$ cat src/rtl/core/ldr_div.sv
// pipelined restoring divider, one quotient bit per stage, with overflow flag
// no dependencies; ldr_pkg is not imported
module ldr_div #(
	parameter int NW = 41,
	parameter int DW = 24,
	parameter int QW = 23,
	parameter int SW = 1
) (
	input  logic          clk,
	input  logic          arst_n,
	input  logic          en,
	input  logic [NW-1:0] num,
	input  logic [DW-1:0] den,
	input  logic [SW-1:0] side_in,
	output logic [QW-1:0] quo,
	output logic          ovf,
	output logic [SW-1:0] side_out
);
	localparam int CW = ((NW > DW + QW) ? NW : DW + QW) + 1;

	logic [CW-1:0] rem_s  [QW+1];
	logic [DW-1:0] den_s  [QW+1];
	logic [QW-1:0] quo_s  [QW+1];
	logic          ovf_s  [QW+1];
	logic [SW-1:0] side_s [QW+1];

	assign rem_s[0]  = CW'(num);
	assign den_s[0]  = den;
	assign quo_s[0]  = '0;
	assign ovf_s[0]  = CW'(num) >= (CW'(den) << QW);
	assign side_s[0] = side_in;

	for (genvar g = 0; g < QW; g++) begin : g_stage
		localparam int B = QW - 1 - g;
		logic [CW-1:0] trial;
		logic          take;
		assign trial = CW'(den_s[g]) << B;
		assign take  = rem_s[g] >= trial;

		always_ff @(posedge clk or negedge arst_n) begin
			if (!arst_n) begin
				rem_s[g+1]  <= '0;
				den_s[g+1]  <= '0;
				quo_s[g+1]  <= '0;
				ovf_s[g+1]  <= 1'b0;
				side_s[g+1] <= '0;
			end else if (en) begin
				rem_s[g+1]  <= take ? rem_s[g] - trial : rem_s[g];
				den_s[g+1]  <= den_s[g];
				quo_s[g+1]  <= quo_s[g] | (QW'(take) << B);
				ovf_s[g+1]  <= ovf_s[g];
				side_s[g+1] <= side_s[g];
			end
		end
	end

	assign quo      = quo_s[QW];
	assign ovf      = ovf_s[QW];
	assign side_out = side_s[QW];

endmodule

$ cat config.mk
export PLATFORM = sky130hd
export DESIGN_NAME = ldr_div
export DESIGN_NICKNAME = d
export VERILOG_FILES = /design/src/rtl/core/ldr_div.sv
export SDC_FILE = /design/constraint.sdc
export NUM_CORES = 2
export LEC_CHECK = 0
export BUFFER_PORTS_ARGS = -buffer_cell sky130_fd_sc_hd__buf_4
export CAP_MARGIN = 20
export CORE_ASPECT_RATIO = 1.4
export CORE_MARGIN = 4
export CORE_UTILIZATION = 35
export DETAILED_ROUTE_END_ITERATION = 16
export HOLD_SLACK_MARGIN = 0.1
export PLACE_DENSITY = 0.55
export SKIP_LAST_GASP = 1
export SYNTH_ARGS = -nofsm -noshare
export SYNTH_HDL_FRONTEND = slang
export SYNTH_SLANG_ARGS = --single-unit
export TNS_END_PERCENT = 50
$ cat constraint.sdc
create_clock -name clk -period 4.9 [get_ports clk]
set_input_delay 0.49 -clock clk [delete_from_list [all_inputs] [get_ports clk]]
set_output_delay 0.49 -clock clk [all_outputs]
set_load 0.01 [all_outputs]
==> run_results.csv <==
group,metric,value,unit
clock_network,clk_path_buf_depth,4,
global_routing,overflow,0,
finish,area_growth,11.9,%
clock_network,cts_sinks,1905,
finish,nets,12400,
floorplan,initial_utilization,0.352,
setup_path,crit_path_cell_trace,"ha_1, nand3_1, or4_1, nand4b_1, and4b_1, nor2b_1, o211a_1, nand2b_1, nor4_2, mux2i_1, nand2_1",
setup_path,r2r_cells,11,
route,vias_per_cell,5.21,
global_routing,grt_usage,0.188,
floorplan,core_area,308000,µm²
setup_path,worst_setup_path_start_kind,"register",
yosys,synthesis.area,109000,µm²
setup_path,crit_arrival,4.76,ns
timing,tightest_slew,0.972,ns
floorplan,fp-row-count,241,
power_and_ir_drop,vdd_drop_max,0.000308,V
route,avgRoutedWirePerCell,19.1,µm
floorplan,dieArea,319000,µm²
yosys,synth-async-reset-ratio,1.00,
place,routabilityCongestion,0.903,
route,route.vias.total,83400,
clock_network,numCtsBuffers,206,
timing,fin_ws,0.905,ns
floorplan,io_pins,94,
timing,slew_violations,0,
global_routing,grt_max_degree,211,
finish,multi_input_area,56200,µm²
power_and_ir_drop,finalPower,77.5,mW
power_and_ir_drop,power_leakage,50.4,nW
timing,fin_tns_setup,0,ns
timing,fmax,0.250,GHz
clock_network,clk_pin_slew_worst_paths,0.06,ns
route,dr.first_iter.drc_count,5022,
finish,seq_area,47700,µm²
min_path,worstHoldPathType,"in -> reg",
yosys,yosysWarnings,0,
setup_path,worstSetupEndpointType,"register",
clock_network,post-cts-setup-buffers,0,
clock_network,htree_levels,4,
flow_run,max-cap-violations,0,
timing,fin_crit,3.99,ns
route,wirelength,306000,µm
route,final_antenna_net_count,0,
yosys,synth_edf_count,0,
yosys,ys_ff_latch,1905,
setup_path,critical_path.max_fanout,13,
timing,rsz0062_at_grt,"false",
route,drc_errors,0,
yosys,seq_area_frac_synth,0.439,
timing,relSlewSlack,0.350,
timing,finalCritPeriodShare,0.815,
finish,drive_gt1_frac,0.104,
global_routing,first_global_vias,83800,
setup_path,cp_data_required_time,5.66,ns
floorplan,dieHeight,667,µm
floorplan,die-width,479,µm
finish,fillers,31000,
setup_path,cp_slowest_stage_delay,0.67,ns
min_path,holdPathStages,3,
global_routing,grt_pass1_wl,484000,µm
yosys,ys.flop_type,"dfrtp_1",
clock_network,worstSkewPairLatency,0.89,ns
route,drt_first_pass_iters,5,
timing,setup_viol,0,
yosys,ys_types,92,
clock_network,clock-root-buffer,"clkbuf_16",
setup_path,crit_slowest_cell,"or4_1",
place,port_buffers,93,
yosys,syn_avg_cell_area,9.22,µm²
setup_path,crit_type,"reg -> reg",
clock_network,post_cts_resized,0,
timing,finalHoldViolCount,0,
clock_network,cts_tree,"done",
clock_network,cts_hold_buffers,69,
global_routing,antenna_found_initial,3,
timing,skew,0.0543,ns
yosys,syn_nets,12400,
place,dp_hpwl,228000,µm
place,pre_cts_ws,0.855,ns
power_and_ir_drop,powerDensity,638,nW/µm²
outcome,status,"complete, no violations",
yosys,syn_inst,11800,
## Yosys cell counts (87+ instances only)
cell / n / area share
a21oi_1: 1274 / 0.059
xnor2_1: 392 / 0.032
nor2_1: 1267 / 0.044
xor2_1: 264 / 0.021
nand2_1: 1063 / 0.037
nor4_1: 130 / 0.0075
nor3_1: 158 / 0.0073
nand4_1: 108 / 0.0062
nor2b_1: 87 / 0.0050
nand2b_1: 93 / 0.0054
o21ai_0: 909 / 0.042
ha_1: 565 / 0.065
a31oi_1: 104 / 0.0060
inv_1: 692 / 0.024
mux2i_1: 224 / 0.021
nand3_1: 138 / 0.0064
clkbuf_1: 484 / 0.017
a21o_1: 283 / 0.020
dfrtp_1: 1905 / 0.44
mux2_2: 582 / 0.060
## flip-flops by register name, indices dropped and copies added, names as in the netlist
signal    cells
den_s       528
ovf           1
ovf_s        22
quo          23
quo_s       253
rem_s      1055
side_out      1
side_s       22
## layer usage
layer | routed length [µm] | vias to the layer above | GRT usage
li1 | - | 41200 | -
met1 | 125000 | 40500 | 0.218
met2 | 157000 | 1099 | 0.345
met3 | 7360 | 587 | 0.0183
met4 | 16300 | 0 | 0.0884
met5 | 0 | - | 0
## per-stage QoR
step                area [µm²]   util  cells  hold slack (ns)
finish                  121000  0.394  16000            0.121
CTS                     121000  0.394  16000            0.110
global route            121000  0.394  16000            0.141
floorplan               109000      -  11800            0.194
detailed placement      114000  0.369  15600            0.462
global placement        114000  0.369  15600            0.461
## area by class of cell
class / instances / share of cell area
Tap cell: 4131 / 0.0425
Clock buffer: 281 / 0.0488
Sequential cell: 1905 / 0.392
Timing Repair Buffer: 291 / 0.0228
Multi-Input combinational cell: 8621 / 0.462
Antenna cell: 1 / 0.0000206
Inverter: 694 / 0.0215
Clock inverter: 88 / 0.00975
## worst max-delay path: cells and delay by family (launching register included)
family,cells,cell delay (ns)
flops,1,0.40
simple gates,8,2.53
mux,1,0.24
compound gates,1,0.28
fa+ha+maj,1,0.40
## worst paths after layout
| path | from | to | slack, ns |
|---|---|---|---|
| max | rem_s[217] | rem_s[189] | 0.91 |
| min | en | den_s[79] | 0.12 |
| max reg2reg | rem_s[217] | rem_s[189] | 0.91 |
| min reg2reg | den_s[339] | den_s[315] | 0.47 |
| max in group asynchronous | arst_n | rem_s[384] | 3.17 |
| min in group asynchronous | arst_n | den_s[539] | 0.26 |
## power by group
| group | switching [mW] | internal [mW] |
|---|---|---|
| Combinational | 20.0 | 15.3 |
| Clock | 6.73 | 9.79 |
| Sequential | 5.26 | 20.4 |
## cell usage in the layout (no fill, tap or decap), types with 283 or more instances in the layout
cell type     n
xnor2_1     392
a21oi_1    1273
o21ai_0     908
nor2_1     1265
dfrtp_1    1905
nand2_1    1063
ha_1        565
inv_1       692
mux2_2      582
a21o_1      283
## cells by family after synthesis
kind of cell | count (synthesis) | synth area share
AOI/OAI and AO/OA | 3128 | 0.168
xor gates and xnor gates | 656 | 0.0529
adders and majority gates | 587 | 0.0692
buffers and inverters | 1249 | 0.0448
DFF | 1905 | 0.439
muxes | 806 | 0.0810
and+or+nand+nor | 3444 | 0.145
No activity file was read; power rests on OpenSTA's default activity.
